$ cat config.mk
export PLATFORM = sky130hd
export DESIGN_NAME = pid_throttle_brake_controller
export DESIGN_NICKNAME = d
export VERILOG_FILES = /design/src/design/ptbc_pkg.sv /design/src/design/pid_throttle_brake_controller.sv /design/src/design/ptbc_seq.sv /design/src/design/ptbc_dp.sv
export SDC_FILE = /design/constraint.sdc
export NUM_CORES = 2
export LEC_CHECK = 0
export ABC_AREA = 0
export CAP_MARGIN = 20
export CORE_MARGIN = 5
export CORE_UTILIZATION = 60
export DETAILED_ROUTE_END_ITERATION = 8
export DONT_BUFFER_PORTS = 1
export PLACE_DENSITY = 0.78
export SKIP_LAST_GASP = 1
export SLEW_MARGIN = 20
export SYNTH_ARGS = -nofsm -noshare
export SYNTH_HDL_FRONTEND = slang
export SYNTH_SLANG_ARGS = --single-unit
$ cat constraint.sdc
create_clock -name clk_i -period 7.7 [get_ports clk_i]
set_clock_uncertainty 0.15 [all_clocks]
set_input_delay 1.155 -clock clk_i [delete_from_list [all_inputs] [get_ports clk_i]]
set_output_delay 1.155 -clock clk_i [all_outputs]
set_load 0.01 [all_outputs]
$ cat src/design/ptbc_pkg.sv
// ----------------------------------------------------------------------------
// ptbc_pkg
// shared widths, microcode types and the control program of the pid
// throttle and brake controller
// ----------------------------------------------------------------------------
package ptbc_pkg;

  // time step is 2^-TIME_STEP_SHIFT
  localparam int TIME_STEP_SHIFT = 6;
  localparam int THR_DEADBAND    = 41;
  localparam int BRK_DEADBAND    = 41;

  localparam int GAIN_W  = 16;
  localparam int ERR_W   = 16;
  localparam int DE_W    = ERR_W + 1;
  localparam int INTEG_W = 40;
  localparam int SPLIT   = 20;                 // low half of the integrator operand
  localparam int OPND_W  = INTEG_W - SPLIT + 1; // signed multiplier operand
  localparam int PROD_W  = GAIN_W + 1 + OPND_W;
  localparam int ACC_W   = 58;
  localparam int LIM_SH  = 4 + TIME_STEP_SHIFT; // Q4.12 limit to product scale
  localparam int CMD_W   = 13;
  localparam logic [CMD_W-1:0] CMD_FULL = 13'd4096;
  localparam int ONE_Q16 = 65536;

  localparam int STEP_W    = 4;
  localparam int NUM_STEPS = 15;

  typedef enum logic [2:0] {
    CFG_KP_THROTTLE = 3'd0,
    CFG_KI_THROTTLE = 3'd1,
    CFG_KD_THROTTLE = 3'd2,
    CFG_KP_BRAKE    = 3'd3,
    CFG_KI_BRAKE    = 3'd4,
    CFG_KD_BRAKE    = 3'd5,
    CFG_SEP_THROTTLE = 3'd6,
    CFG_SEP_BRAKE   = 3'd7
  } cfg_idx_e;

  typedef struct packed {
    logic [GAIN_W-1:0] kp_t;
    logic [GAIN_W-1:0] ki_t;
    logic [GAIN_W-1:0] kd_t;
    logic [GAIN_W-1:0] kp_b;
    logic [GAIN_W-1:0] ki_b;
    logic [GAIN_W-1:0] kd_b;
    logic [GAIN_W-1:0] sep_t;
    logic [GAIN_W-1:0] sep_b;
  } gains_t;

  // multiplier gain select; KPS picks the side by the sign of the error
  typedef enum logic [2:0] {
    G_KPS, G_KIB, G_KPB, G_KDB, G_KIT, G_KPT, G_KDT
  } gain_sel_e;

  typedef enum logic [2:0] {
    O_TRL_LO, O_TRL_HI, O_INT_LO, O_INT_HI, O_ERR, O_DE
  } opnd_sel_e;

  // accumulator works on the product registered in the previous step
  typedef enum logic [2:0] {
    ACC_NOP,
    ACC_LOAD,     // acc = prod
    ACC_ADD_HI,   // acc += prod << SPLIT
    ACC_ASR_ADD,  // acc = floor(acc >> TIME_STEP_SHIFT) + prod
    ACC_ADD_D,    // acc += prod << TIME_STEP_SHIFT
    ACC_NEG_LOAD  // brake sum = -acc, acc = prod
  } acc_op_e;

  typedef enum logic [1:0] {
    SEQ_NEXT,
    SEQ_SKIP_FAIL, // jump to target when the separation test fails
    SEQ_FINISH     // hand over the result, wait while the output is held
  } seq_op_e;

  typedef struct packed {
    gain_sel_e         gsel;
    opnd_sel_e         osel;
    acc_op_e           acc_op;
    logic              integ_wr;
    seq_op_e           seq_op;
    logic [STEP_W-1:0] target;
  } ctrl_t;

  localparam ctrl_t CTRL_IDLE = '{gsel: G_KPS, osel: O_ERR, acc_op: ACC_NOP,
                                  integ_wr: 1'b0, seq_op: SEQ_NEXT, target: '0};

  function automatic ctrl_t cw(input gain_sel_e g, input opnd_sel_e o, input acc_op_e a,
                               input logic w, input seq_op_e s,
                               input logic [STEP_W-1:0] t);
    ctrl_t c;
    c.gsel     = g;
    c.osel     = o;
    c.acc_op   = a;
    c.integ_wr = w;
    c.seq_op   = s;
    c.target   = t;
    return c;
  endfunction

  // control program
  function automatic ctrl_t ucode(input logic [STEP_W-1:0] step);
    ctrl_t c;
    unique case (step)
      // separation test: kp * trial against the limit, then the integrator update
      4'd0:  c = cw(G_KPS, O_TRL_LO, ACC_NOP,      1'b0, SEQ_NEXT,      '0);
      4'd1:  c = cw(G_KPS, O_TRL_HI, ACC_LOAD,     1'b0, SEQ_NEXT,      '0);
      4'd2:  c = cw(G_KPS, O_ERR,    ACC_ADD_HI,   1'b0, SEQ_NEXT,      '0);
      4'd3:  c = cw(G_KPS, O_ERR,    ACC_NOP,      1'b0, SEQ_SKIP_FAIL, 4'd5);
      4'd4:  c = cw(G_KPS, O_ERR,    ACC_NOP,      1'b1, SEQ_NEXT,      '0);
      // brake sum
      4'd5:  c = cw(G_KIB, O_INT_LO, ACC_NOP,      1'b0, SEQ_NEXT,      '0);
      4'd6:  c = cw(G_KIB, O_INT_HI, ACC_LOAD,     1'b0, SEQ_NEXT,      '0);
      4'd7:  c = cw(G_KPB, O_ERR,    ACC_ADD_HI,   1'b0, SEQ_NEXT,      '0);
      4'd8:  c = cw(G_KDB, O_DE,     ACC_ASR_ADD,  1'b0, SEQ_NEXT,      '0);
      4'd9:  c = cw(G_KIT, O_INT_LO, ACC_ADD_D,    1'b0, SEQ_NEXT,      '0);
      // throttle sum
      4'd10: c = cw(G_KIT, O_INT_HI, ACC_NEG_LOAD, 1'b0, SEQ_NEXT,      '0);
      4'd11: c = cw(G_KPT, O_ERR,    ACC_ADD_HI,   1'b0, SEQ_NEXT,      '0);
      4'd12: c = cw(G_KDT, O_DE,     ACC_ASR_ADD,  1'b0, SEQ_NEXT,      '0);
      4'd13: c = cw(G_KDT, O_DE,     ACC_ADD_D,    1'b0, SEQ_NEXT,      '0);
      4'd14: c = cw(G_KDT, O_DE,     ACC_NOP,      1'b0, SEQ_FINISH,    '0);
      default: c = cw(G_KDT, O_DE,   ACC_NOP,      1'b0, SEQ_FINISH,    '0);
    endcase
    return c;
  endfunction

endpackage

$ cat src/design/pid_throttle_brake_controller.sv
// ----------------------------------------------------------------------------
// pid_throttle_brake_controller
// pid speed controller with integral separation giving throttle and brake
// ----------------------------------------------------------------------------
// the result is registered in the output register when the finish step runs; the update
//   step is skipped when the separation test refuses the trial integral
// a new item is taken only after the previous one has run the 15-step control program,
//   which runs every product through one shared 17 x 21 bit multiplier
// the finish step waits while the output register holds a result that is not taken
// reset clears the integrator and the previous error and loads the default gains
// ----------------------------------------------------------------------------
module pid_throttle_brake_controller (
  input  logic        clk_i,
  input  logic        rst_ni,
  // input stream
  input  logic        s_axis_tvalid,
  output logic        s_axis_tready,
  input  logic [15:0] s_axis_tdata,   // [15:0] speed_error
  // result stream
  output logic        m_axis_tvalid,
  input  logic        m_axis_tready,
  output logic [31:0] m_axis_tdata,   // [12:0] throttle_cmd, [25:13] brake_cmd, rest zero
  // configuration write port
  input  logic        cfg_we_i,
  input  logic [2:0]  cfg_idx_i,
  input  logic [15:0] cfg_wdata_i
);

  localparam int CMD_W = ptbc_pkg::CMD_W;

  ptbc_pkg::gains_t   gains_q;
  ptbc_pkg::ctrl_t    ctrl;
  logic               busy;
  logic               done;
  logic               start;
  logic               sep_fail;
  logic               out_hold;
  logic [CMD_W-1:0]   throttle, brake;

  logic               out_valid_q;
  logic [CMD_W-1:0]   out_thr_q, out_brk_q;

  // a new item is taken whenever the sequencer is not running
  assign s_axis_tready = !busy;
  assign start         = s_axis_tvalid && s_axis_tready;

  // finish step waits while an earlier result is still not taken
  assign out_hold = out_valid_q && !m_axis_tready;

  // configuration registers, reset to the default tuning
  always_ff @(posedge clk_i or negedge rst_ni) begin
    if (!rst_ni) begin
      gains_q.kp_t  <= 16'd256;
      gains_q.ki_t  <= 16'd0;
      gains_q.kd_t  <= 16'd0;
      gains_q.kp_b  <= 16'd256;
      gains_q.ki_b  <= 16'd0;
      gains_q.kd_b  <= 16'd0;
      gains_q.sep_t <= 16'd4096;
      gains_q.sep_b <= 16'd4096;
    end else if (cfg_we_i) begin
      unique case (ptbc_pkg::cfg_idx_e'(cfg_idx_i))
        ptbc_pkg::CFG_KP_THROTTLE:  gains_q.kp_t  <= cfg_wdata_i;
        ptbc_pkg::CFG_KI_THROTTLE:  gains_q.ki_t  <= cfg_wdata_i;
        ptbc_pkg::CFG_KD_THROTTLE:  gains_q.kd_t  <= cfg_wdata_i;
        ptbc_pkg::CFG_KP_BRAKE:     gains_q.kp_b  <= cfg_wdata_i;
        ptbc_pkg::CFG_KI_BRAKE:     gains_q.ki_b  <= cfg_wdata_i;
        ptbc_pkg::CFG_KD_BRAKE:     gains_q.kd_b  <= cfg_wdata_i;
        ptbc_pkg::CFG_SEP_THROTTLE: gains_q.sep_t <= cfg_wdata_i;
        ptbc_pkg::CFG_SEP_BRAKE:    gains_q.sep_b <= cfg_wdata_i;
        default: ;
      endcase
    end
  end

  // step counter and control store
  ptbc_seq u_seq (
    .clk_i      (clk_i),
    .rst_ni     (rst_ni),
    .start_i    (start),
    .sep_fail_i (sep_fail),
    .out_hold_i (out_hold),
    .ctrl_o     (ctrl),
    .busy_o     (busy),
    .done_o     (done)
  );

  // multiplier, accumulator, integrator and output shaping
  ptbc_dp u_dp (
    .clk_i      (clk_i),
    .rst_ni     (rst_ni),
    .start_i    (start),
    .err_i      ($signed(s_axis_tdata)),
    .ctrl_i     (ctrl),
    .gains_i    (gains_q),
    .sep_fail_o (sep_fail),
    .throttle_o (throttle),
    .brake_o    (brake)
  );

  // output register parts the sequencer from the result side
  always_ff @(posedge clk_i or negedge rst_ni) begin
    if (!rst_ni) begin
      out_valid_q <= 1'b0;
    end else if (done) begin
      out_valid_q <= 1'b1;
    end else if (m_axis_tready) begin
      out_valid_q <= 1'b0;
    end
  end

  always_ff @(posedge clk_i) begin
    if (done) begin
      out_thr_q <= throttle;
      out_brk_q <= brake;
    end
  end

  assign m_axis_tvalid = out_valid_q;
  assign m_axis_tdata  = {6'b0, out_brk_q, out_thr_q};

endmodule

$ cat src/design/ptbc_seq.sv
// ----------------------------------------------------------------------------
// ptbc_seq
// step counter and control store of the controller
// ----------------------------------------------------------------------------
module ptbc_seq (
  input  logic            clk_i,
  input  logic            rst_ni,
  input  logic            start_i,
  input  logic            sep_fail_i,
  input  logic            out_hold_i,
  output ptbc_pkg::ctrl_t ctrl_o,
  output logic            busy_o,
  output logic            done_o
);

  logic                          busy_q, busy_d;
  logic [ptbc_pkg::STEP_W-1:0]   step_q, step_d;
  ptbc_pkg::ctrl_t               word;

  assign word   = ptbc_pkg::ucode(step_q);
  assign ctrl_o = busy_q ? word : ptbc_pkg::CTRL_IDLE;
  assign busy_o = busy_q;
  assign done_o = busy_q && (word.seq_op == ptbc_pkg::SEQ_FINISH) && !out_hold_i;

  always_comb begin
    busy_d = busy_q;
    step_d = step_q;
    if (!busy_q) begin
      if (start_i) begin
        busy_d = 1'b1;
        step_d = '0;
      end
    end else begin
      unique case (word.seq_op)
        ptbc_pkg::SEQ_NEXT: begin
          step_d = step_q + 1'b1;
        end
        ptbc_pkg::SEQ_SKIP_FAIL: begin
          step_d = sep_fail_i ? word.target : step_q + 1'b1;
        end
        ptbc_pkg::SEQ_FINISH: begin
          if (!out_hold_i) begin
            busy_d = 1'b0;
          end
        end
        default: begin
          busy_d = 1'b0;
        end
      endcase
    end
  end

  always_ff @(posedge clk_i or negedge rst_ni) begin
    if (!rst_ni) begin
      busy_q <= 1'b0;
      step_q <= '0;
    end else begin
      busy_q <= busy_d;
      step_q <= step_d;
    end
  end

  // program counter stays inside the program
  a_step_range: assert property (@(posedge clk_i) disable iff (!rst_ni)
    busy_q |-> (32'(step_q) < ptbc_pkg::NUM_STEPS))
    else $error("step counter ran past the program");

  // a start enters step zero
  a_start: assert property (@(posedge clk_i) disable iff (!rst_ni)
    (start_i && !busy_q) |=> (busy_q && step_q == '0))
    else $error("start did not enter the program");

  // handing over the result ends the run
  a_done_idle: assert property (@(posedge clk_i) disable iff (!rst_ni)
    done_o |=> !busy_q)
    else $error("sequencer still busy after finish");

  // integrator is written only by the update step
  a_integ_wr: assert property (@(posedge clk_i) disable iff (!rst_ni)
    ctrl_o.integ_wr |-> (busy_q && $past(step_q) == 4'd3 && !$past(sep_fail_i)))
    else $error("integrator written outside its step");

endmodule

$ cat src/design/ptbc_dp.sv
// ----------------------------------------------------------------------------
// ptbc_dp
// datapath: shared gain multiplier, accumulator, integrator and shaping
// ----------------------------------------------------------------------------
module ptbc_dp (
  input  logic                               clk_i,
  input  logic                               rst_ni,
  input  logic                               start_i,
  input  logic signed [ptbc_pkg::ERR_W-1:0]  err_i,
  input  ptbc_pkg::ctrl_t                    ctrl_i,
  input  ptbc_pkg::gains_t                   gains_i,
  output logic                               sep_fail_o,
  output logic [ptbc_pkg::CMD_W-1:0]         throttle_o,
  output logic [ptbc_pkg::CMD_W-1:0]         brake_o
);

  localparam int ERR_W   = ptbc_pkg::ERR_W;
  localparam int DE_W    = ptbc_pkg::DE_W;
  localparam int INTEG_W = ptbc_pkg::INTEG_W;
  localparam int SPLIT   = ptbc_pkg::SPLIT;
  localparam int OPND_W  = ptbc_pkg::OPND_W;
  localparam int PROD_W  = ptbc_pkg::PROD_W;
  localparam int ACC_W   = ptbc_pkg::ACC_W;
  localparam int GAIN_W  = ptbc_pkg::GAIN_W;
  localparam int CMD_W   = ptbc_pkg::CMD_W;
  localparam int TSS     = ptbc_pkg::TIME_STEP_SHIFT;
  localparam int LIM_SH  = ptbc_pkg::LIM_SH;

  localparam logic signed [ACC_W-1:0] DZ_THR_T = ACC_W'(ptbc_pkg::THR_DEADBAND * 16);
  localparam logic signed [ACC_W-1:0] DZ_THR_B = ACC_W'(ptbc_pkg::BRK_DEADBAND * 16);
  localparam logic signed [ACC_W-1:0] ONE_ACC  = ACC_W'(ptbc_pkg::ONE_Q16);

  // state
  logic signed [INTEG_W-1:0] integ_q;
  logic signed [ERR_W-1:0]   prev_q;
  // per-tick registers
  logic signed [ERR_W-1:0]   err_q;
  logic                      err_pos_q;
  logic signed [DE_W-1:0]    de_q;
  logic signed [INTEG_W-1:0] trial_q;
  logic signed [PROD_W-1:0]  prod_q;
  logic signed [ACC_W-1:0]   acc_q, acc_d;
  logic signed [ACC_W-1:0]   brk_q;

  logic signed [INTEG_W:0]   sum_wide;
  logic signed [INTEG_W-1:0] trial_d;
  logic signed [DE_W-1:0]    de_d;
  logic [GAIN_W-1:0]         gain;
  logic signed [OPND_W-1:0]  opnd;
  logic signed [ACC_W-1:0]   prod_ext;
  logic signed [ACC_W-1:0]   lim;
  logic                      brk_pos;

  // trial integral, saturated to the integrator range
  assign sum_wide = {integ_q[INTEG_W-1], integ_q}
                  + {{(INTEG_W + 1 - ERR_W){err_i[ERR_W-1]}}, err_i};
  always_comb begin
    if (sum_wide[INTEG_W] != sum_wide[INTEG_W-1]) begin
      trial_d = sum_wide[INTEG_W] ? {1'b1, {(INTEG_W-1){1'b0}}}
                                  : {1'b0, {(INTEG_W-1){1'b1}}};
    end else begin
      trial_d = sum_wide[INTEG_W-1:0];
    end
  end

  assign de_d = {err_i[ERR_W-1], err_i} - {prev_q[ERR_W-1], prev_q};

  always_comb begin
    unique case (ctrl_i.gsel)
      ptbc_pkg::G_KPS: gain = err_pos_q ? gains_i.kp_t : gains_i.kp_b;
      ptbc_pkg::G_KIB: gain = gains_i.ki_b;
      ptbc_pkg::G_KPB: gain = gains_i.kp_b;
      ptbc_pkg::G_KDB: gain = gains_i.kd_b;
      ptbc_pkg::G_KIT: gain = gains_i.ki_t;
      ptbc_pkg::G_KPT: gain = gains_i.kp_t;
      ptbc_pkg::G_KDT: gain = gains_i.kd_t;
      default:         gain = '0;
    endcase
  end

  // lower halves enter as positive values, upper halves carry the sign
  always_comb begin
    unique case (ctrl_i.osel)
      ptbc_pkg::O_TRL_LO: opnd = {1'b0, trial_q[SPLIT-1:0]};
      ptbc_pkg::O_TRL_HI: opnd = {trial_q[INTEG_W-1], trial_q[INTEG_W-1:SPLIT]};
      ptbc_pkg::O_INT_LO: opnd = {1'b0, integ_q[SPLIT-1:0]};
      ptbc_pkg::O_INT_HI: opnd = {integ_q[INTEG_W-1], integ_q[INTEG_W-1:SPLIT]};
      ptbc_pkg::O_ERR:    opnd = {{(OPND_W-ERR_W){err_q[ERR_W-1]}}, err_q};
      ptbc_pkg::O_DE:     opnd = {{(OPND_W-DE_W){de_q[DE_W-1]}}, de_q};
      default:            opnd = '0;
    endcase
  end

  assign prod_ext = {{(ACC_W-PROD_W){prod_q[PROD_W-1]}}, prod_q};

  always_comb begin
    acc_d = acc_q;
    unique case (ctrl_i.acc_op)
      ptbc_pkg::ACC_NOP:      acc_d = acc_q;
      ptbc_pkg::ACC_LOAD:     acc_d = prod_ext;
      ptbc_pkg::ACC_ADD_HI:   acc_d = acc_q + (prod_ext <<< SPLIT);
      ptbc_pkg::ACC_ASR_ADD:  acc_d = (acc_q >>> TSS) + prod_ext;
      ptbc_pkg::ACC_ADD_D:    acc_d = acc_q + (prod_ext <<< TSS);
      ptbc_pkg::ACC_NEG_LOAD: acc_d = prod_ext;
      default:                acc_d = acc_q;
    endcase
  end

  // separation limit scaled to the product
  assign lim = {{(ACC_W - GAIN_W - LIM_SH){1'b0}},
                (err_pos_q ? gains_i.sep_t : gains_i.sep_b), {LIM_SH{1'b0}}};
  assign sep_fail_o = err_pos_q ? (acc_q > lim) : (acc_q < -lim);

  always_ff @(posedge clk_i or negedge rst_ni) begin
    if (!rst_ni) begin
      integ_q <= '0;
      prev_q  <= '0;
    end else begin
      if (start_i) begin
        prev_q <= err_i;
      end
      if (ctrl_i.integ_wr) begin
        integ_q <= trial_q;
      end
    end
  end

  always_ff @(posedge clk_i) begin
    if (start_i) begin
      err_q     <= err_i;
      err_pos_q <= !err_i[ERR_W-1] && (err_i != '0);
      de_q      <= de_d;
      trial_q   <= trial_d;
    end
    prod_q <= $signed({1'b0, gain}) * opnd;
    acc_q  <= acc_d;
    if (ctrl_i.acc_op == ptbc_pkg::ACC_NEG_LOAD) begin
      brk_q <= -acc_q;
    end
  end

  function automatic logic [CMD_W-1:0] shape(input logic signed [ACC_W-1:0] a,
                                             input logic signed [ACC_W-1:0] thr);
    logic [CMD_W-1:0] r;
    if (a < thr) begin
      r = '0;
    end else if (a > ONE_ACC) begin
      r = ptbc_pkg::CMD_FULL;
    end else begin
      r = a[CMD_W+3:4];
    end
    return r;
  endfunction

  // accumulator holds the throttle sum at the finish step
  assign brk_pos    = !brk_q[ACC_W-1] && (brk_q != '0);
  assign brake_o    = shape(brk_q, DZ_THR_B);
  assign throttle_o = brk_pos ? '0 : shape(acc_q, DZ_THR_T);

endmodule
After elaboration in Yosys (flattened, before gate mapping)
Memories as Yosys holds them, arrays and structs flattened.
Index checks and enable logic that the tools add are counted.
Operators by class
  $add $sub $neg: 8
  magnitude comparators: 6
  reduce and logical (&&, ||, !) cells: 34
  equality and inequality tests: 27
  multiplexer cells: 21
  $mul: 1
Operators with widths (count)
  one-hot mux 58 bit (4 select lines): 1
  one-hot mux 21 bit (6 select lines): 1
  > comparator 58 x 18 -> 1 bit (second input constant): 2
  < comparator 58 x 11 -> 1 bit (second input constant): 2
  one-hot mux 16 bit (7 select lines): 1
  two-way mux 40 bit: 2
  adder 58 x 44 -> 58 bit: 1
  adder 58 bit: 1
  > comparator 58 x 27 -> 1 bit: 1
  < comparator 58 bit: 1
  negation 26 -> 58 bit: 1
  negation 58 bit: 1
  nonzero test 58 bit: 1
  adder 52 x 38 -> 53 bit: 1
  two-way mux 16 bit: 3
  adder 40 x 16 -> 41 bit: 1
  multiplier 17 x 21 -> 38 bit: 1
  == test 3 bit (second input constant): 11
  two-way mux 13 bit: 2
  == test 3 x 2 -> 1 bit (second input constant): 8
  AND reduction 2 bit: 9
  subtractor 16 x 16 -> 17 bit: 1
  nonzero test 16 bit: 1
  == test 3 x 1 -> 1 bit (second input constant): 4
  17 further kinds: 39
Word-level totals
  memories kept: 1
  logic and storage cells: 122
  bits in registers: 444
  memory bits (read-only): 224
Memory list
  (no name shown): words 16, bits a word 14, read ports 1, clocked after memory_dff 0, wr ports 0, RTL line ptbc_pkg.sv:104  | unique case (step)

Logic depth before layout (Yosys ltp)
  depth after elaboration: 7
  gate-level depth with buffers: 37
  gate-level depth less buffers: 34

Hierarchy
From an unflattened synthesis, not the netlist that was laid out.
Second synthesis, totals
  cells, all modules: 4163
  area total of the unflattened synthesis: 40647.7 um^2
By module, submodules not included
  ptbc_dp: times used 1, cells each 3773, area an instance 34299.1 um^2
  pid_throttle_brake_controller: times used 1, cells each 317, area an instance 5799.3 um^2
  ptbc_seq: times used 1, cells each 73, area an instance 549.3 um^2

Worst setup path after synthesis
OpenSTA, ideal clock, no wires.
  path kind: register to register
  start: register u_seq.step_q[1] (netlist name)
  end: register u_dp.prod_q[37]
  setup slack: -527 ps
  buffers on the path: 4
  stages on the path, launching flop included: 34
  arrival time: 8005 ps
  clock period less this slack: 8227 ps
  data required time: 7478 ps
  path through: dfrtp_1 -> inv_1 -> ha_1 -> nor2_1 -> a21oi_1 -> o21ai_0 -> a21oi_1 -> clkbuf_1 -> nor2_1 -> clkbuf_1 -> clkbuf_1 -> a221o_1 -> clkbuf_1 -> nand2_1 -> fa_1 -> fa_1 -> inv_1 -> fa_1 -> fa_1 -> fa_1 -> inv_1 -> fa_1 -> inv_1 -> ha_1 -> and3_1 -> a31o_2 -> a21oi_1 -> or3_1 -> o2111ai_1 -> a31oi_1 -> a21oi_1 -> a21o_1 -> a21oi_1 -> xnor2_1
On the way
  word-level cells in the longest chain between the ends: 5
RTL lines
  start: declaration: RTL line ptbc_seq.sv:17  | logic [ptbc_pkg::STEP_W-1:0] step_q, step_d;
  start signal: assignment: RTL line ptbc_seq.sv:59  | step_q <= step_d;
  memory read (16 x 14 bit) *
  two-way mux 16 bit *: RTL line ptbc_seq.sv:21  | assign ctrl_o = busy_q ? word : ptbc_pkg::CTRL_IDLE;
  == test 3 bit, or another cell as far along: RTL line ptbc_dp.sv:69  | unique case (ctrl_i.gsel)
  one-hot mux 16 bit (7 select lines) / one-hot mux 21 bit (6 select lines) (equally long branches): RTL line ptbc_dp.sv:69, ptbc_dp.sv:83
  multiplier 17 x 21 -> 38 bit *: RTL line ptbc_dp.sv:135  | prod_q <= $signed({1'b0, gain}) * opnd;
  end signal: assignment: RTL line ptbc_dp.sv:135
  end: declaration: RTL line ptbc_dp.sv:41  | logic signed [PROD_W-1:0] prod_q;
Every way passes the cells marked *; elsewhere a longest branch is shown, timed or not.
A chain may end at the register's enable or synchronous reset.

Worst setup path after layout
  start: register u_seq.step_q[1] (netlist name)
  end: register u_dp.prod_q[34]
Same word-level chain as after synthesis.

==> impl_metrics.py <==
metrics = {
    "clock_tree": {
        "tritoncts": "yes",
        "clock-sinks": 444,
        "clk_pin_slew_worst_paths_ns": 0.07,
        "cts_hold_buf": 0,
        "cts_made_buffers": 49,
        "clock-root-buffer": "clkbuf_16",
        "clk_path_buf_depth": 3,
        "clkLatencyLatePin_ns": 0.62,
        "h-tree-depth": 2,
    },
    "final_layout": {
        "multiInputGateArea_sq_um": 27400,
        "fin_nets": 5230,
        "fill_cells": 4581,
        "drive_above_1_share": 0.205,
        "area_growth_syn_to_layout_pct": 17.7,
        "ff_latch_area_sq_um": 12000,
        "mostFrequentLayoutCells": "inv_1, nand2_1, buf_4",
        "stdcell_area_sq_um": 47900,
        "mostFrequentLayoutCell": "inv_1",
    },
    "timing": {
        "fmax_mhz": 126,
        "period_share": 1.03,
        "final-setup-viol-count": 9,
        "rsz0062_at_grt": "yes",
        "worst_hold_slack_ns": 0.0941,
        "slew_headroom": 0.282,
        "final_max_slew_viol_count": 0,
        "worst_pin_slew_ns": 1.08,
        "setup_slack_ns": -0.206,
        "period_minus_slack_ns": 7.91,
        "finalHoldViolCount": 0,
    },
    "worst_setup_path": {
        "max_stage_delay_ns": 0.55,
        "path_max_fanout": 7,
        "critPathKind": "reg -> reg",
        "worstPathArrival_ns": 8.27,
        "critPathSlowestCell": "fa_1",
        "cp.required_ns": 8.06,
        "startpoint_type": "flop",
        "end_kind": "flop",
    },
    "yosys": {
        "ys_async_sr_fraction": 0.428,
        "synth_top_cell_area_share": 0.167,
        "yosysWarnings": 0,
        "synth.distinct_cells": 86,
        "syn_avg_cell_area_sq_um": 9.63,
        "syn_area_sq_um": 40700,
        "synth_flop_cell": "edfxtp_1",
        "syn_inst": 4227,
        "yosys-top-cells-area": "fa_1, edfxtp_1, dfrtp_1",
        "synth.ff_latch_count": 444,
        "yosysTopAreaCell": "fa_1",
        "seq_area_frac_synth": 0.295,
        "synth_edf_count": 216,
    },
    "global_routing": {
        "antenna_found_initial": 3,
        "grt-ovfl-total": 0,
        "grt_pass1_wl_mm": 190,
        "grt.total_usage": 0.324,
        "grt_pass1_vias": 34400,
        "grt_max_degree": 191,
    },
    "drt": {
        "wl_mm": 125,
        "routed_via_density": 6.31,
        "wl_per_cell_um": 23.0,
        "vias": 34400,
        "drc": 0,
        "drtPass1Iterations": 6,
        "ant_nets": 0,
        "drt_iter0_drc": 3351,
    },
    "floorplan": {
        "core_area_sq_um": 67300,
        "die_h_um": 270,
        "ios": 74,
        "dieWidth_um": 270,
        "start_util": 0.605,
        "die_area_sq_um": 73100,
        "std_cell_rows": 95,
    },
    "place": {
        "gp_congestion": 1.01,
        "place.port_buffers": 0,
        "pre_cts_ws_ns": -0.608,
        "place_area_sq_um": 44100,
        "dp_hpwl_mm": 91.7,
    },
    "outcome": {
        "status": "finished with violations",
        "violations": "negative setup slack",
    },
    "run": {
        "cap_viol_max_count": 0,
    },
    "min_path": {
        "hp-class": "in -> async",
    },
}
==> flip-flops by register name, indices dropped and copies added (netlist names) <==
signal,flops
u_dp.trial_q,40
u_dp.err_pos_q,1
u_seq.step_q,4
u_dp.prev_q,16
u_dp.brk_q,58
u_dp.err_q,16
out_thr_q,13
m_axis_tvalid,1
gains_q,128
u_dp.acc_q,58
u_dp.integ_q,40
u_dp.prod_q,38
out_brk_q,13
u_dp.de_q,17
u_seq.busy_o,1
==> metrics by stage <==
step | setup TNS [ns] | instances | util
after CTS | -0.360 | 5395 | 0.695
final | -0.956 | 5454 | 0.712
after global placement | -3.32 | 5257 | 0.655
after floorplan | 0 | 4232 | -
after detailed placement | -7.00 | 5257 | 0.655
after global routing | -5.15 | 5453 | 0.712
==> metal layers <==
metal / global-route usage / vias to the layer above / wire length [um] / part of all wire
met5: 0 / - / 44 / 0.00035
met2: 0.537 / 1847 / 59100 / 0.47
met1: 0.409 / 16700 / 47000 / 0.38
li1: - / 15300 / - / -
met4: 0.171 / 6 / 8670 / 0.069
met3: 0.0555 / 579 / 10400 / 0.083
==> cell usage after synthesis (30+ instances only) <==
cell type,instances
inv_1,528
nand2_1,403
fa_1,339
ha_1,312
nor2_1,301
a21oi_1,238
edfxtp_1,216
dfrtp_1,186
xnor2_1,180
o21ai_0,171
mux2_2,168
clkbuf_1,145
a21o_1,91
nor3_1,81
xor2_1,55
nand4_1,48
and2_1,42
nand3_1,40
dfxtp_1,38
mux2i_1,38
nor4_1,38
a22oi_1,37
a31oi_1,35
o22ai_1,35
a221oi_1,34
a221o_1,31
a211oi_1,30
==> critical path, delay by kind of cell (launching register included) <==
| family | cells | cell delay [ns] |
|---|---|---|
| AOI/OAI and AO/OA | 11 | 2.09 |
| xor gates and xnor gates | 1 | 0.14 |
| adders and majority gates | 8 | 3.37 |
| DFF | 1 | 0.40 |
| and+or+nand+nor | 5 | 0.50 |
| buffers and inverters | 11 | 1.16 |
==> final cells by class <==
type | count | share of cell area
antenna | 1 | 0.0000522
multi-input combinational | 3098 | 0.572
inverter | 529 | 0.0415
sequential | 444 | 0.251
clock buffer | 54 | 0.0262
timing repair buffer | 417 | 0.0777
clock inverter | 38 | 0.00901
tap | 873 | 0.0228
==> cells by family after synthesis <==
group | count (synthesis) | synth area share
mux | 206 | 0.0558
simple gates | 1105 | 0.126
xor+xnor | 235 | 0.0506
buf+inv | 690 | 0.0644
flops | 444 | 0.295
other cells | 1 | 0.0000921
fa+ha+maj | 657 | 0.264
compound gates | 889 | 0.144
==> what timing repair did <==
item | CTS | global route
gates resized for setup | 107 | 177
setup buffers | 42 | 57
cloned | 5 | 2
endpoints found under the setup margin | 23 | 24
pin swaps | 48 | 172
==> final timing paths <==
| kind | startpoint | end | slack, ns | cells after the start |
|---|---|---|---|---|
| min in group clk_i | gains_q[62]$_DFFE_PN0P_ | gains_q[62]$_DFFE_PN0P_ | 0.36 | 1 |
| max in group asynchronous | rst_ni | gains_q[12]$_DFFE_PN1P_ | 7.06 | 0 |
| worst min-delay path | rst_ni | gains_q[58]$_DFFE_PN0P_ | 0.09 | 0 |
| worst max register to register | u_seq.step_q[1]$_DFFE_PN0P_ | u_dp.prod_q[34]$_DFF_P_ | -0.21 | 36 |
| worst max-delay path | u_seq.step_q[1]$_DFFE_PN0P_ | u_dp.prod_q[34]$_DFF_P_ | -0.21 | 36 |
| worst min register to register | gains_q[62]$_DFFE_PN0P_ | gains_q[62]$_DFFE_PN0P_ | 0.36 | 1 |
Power is not shown: default switching activity piles up to over one toggle a cycle in this logic, so the estimate is an artifact.
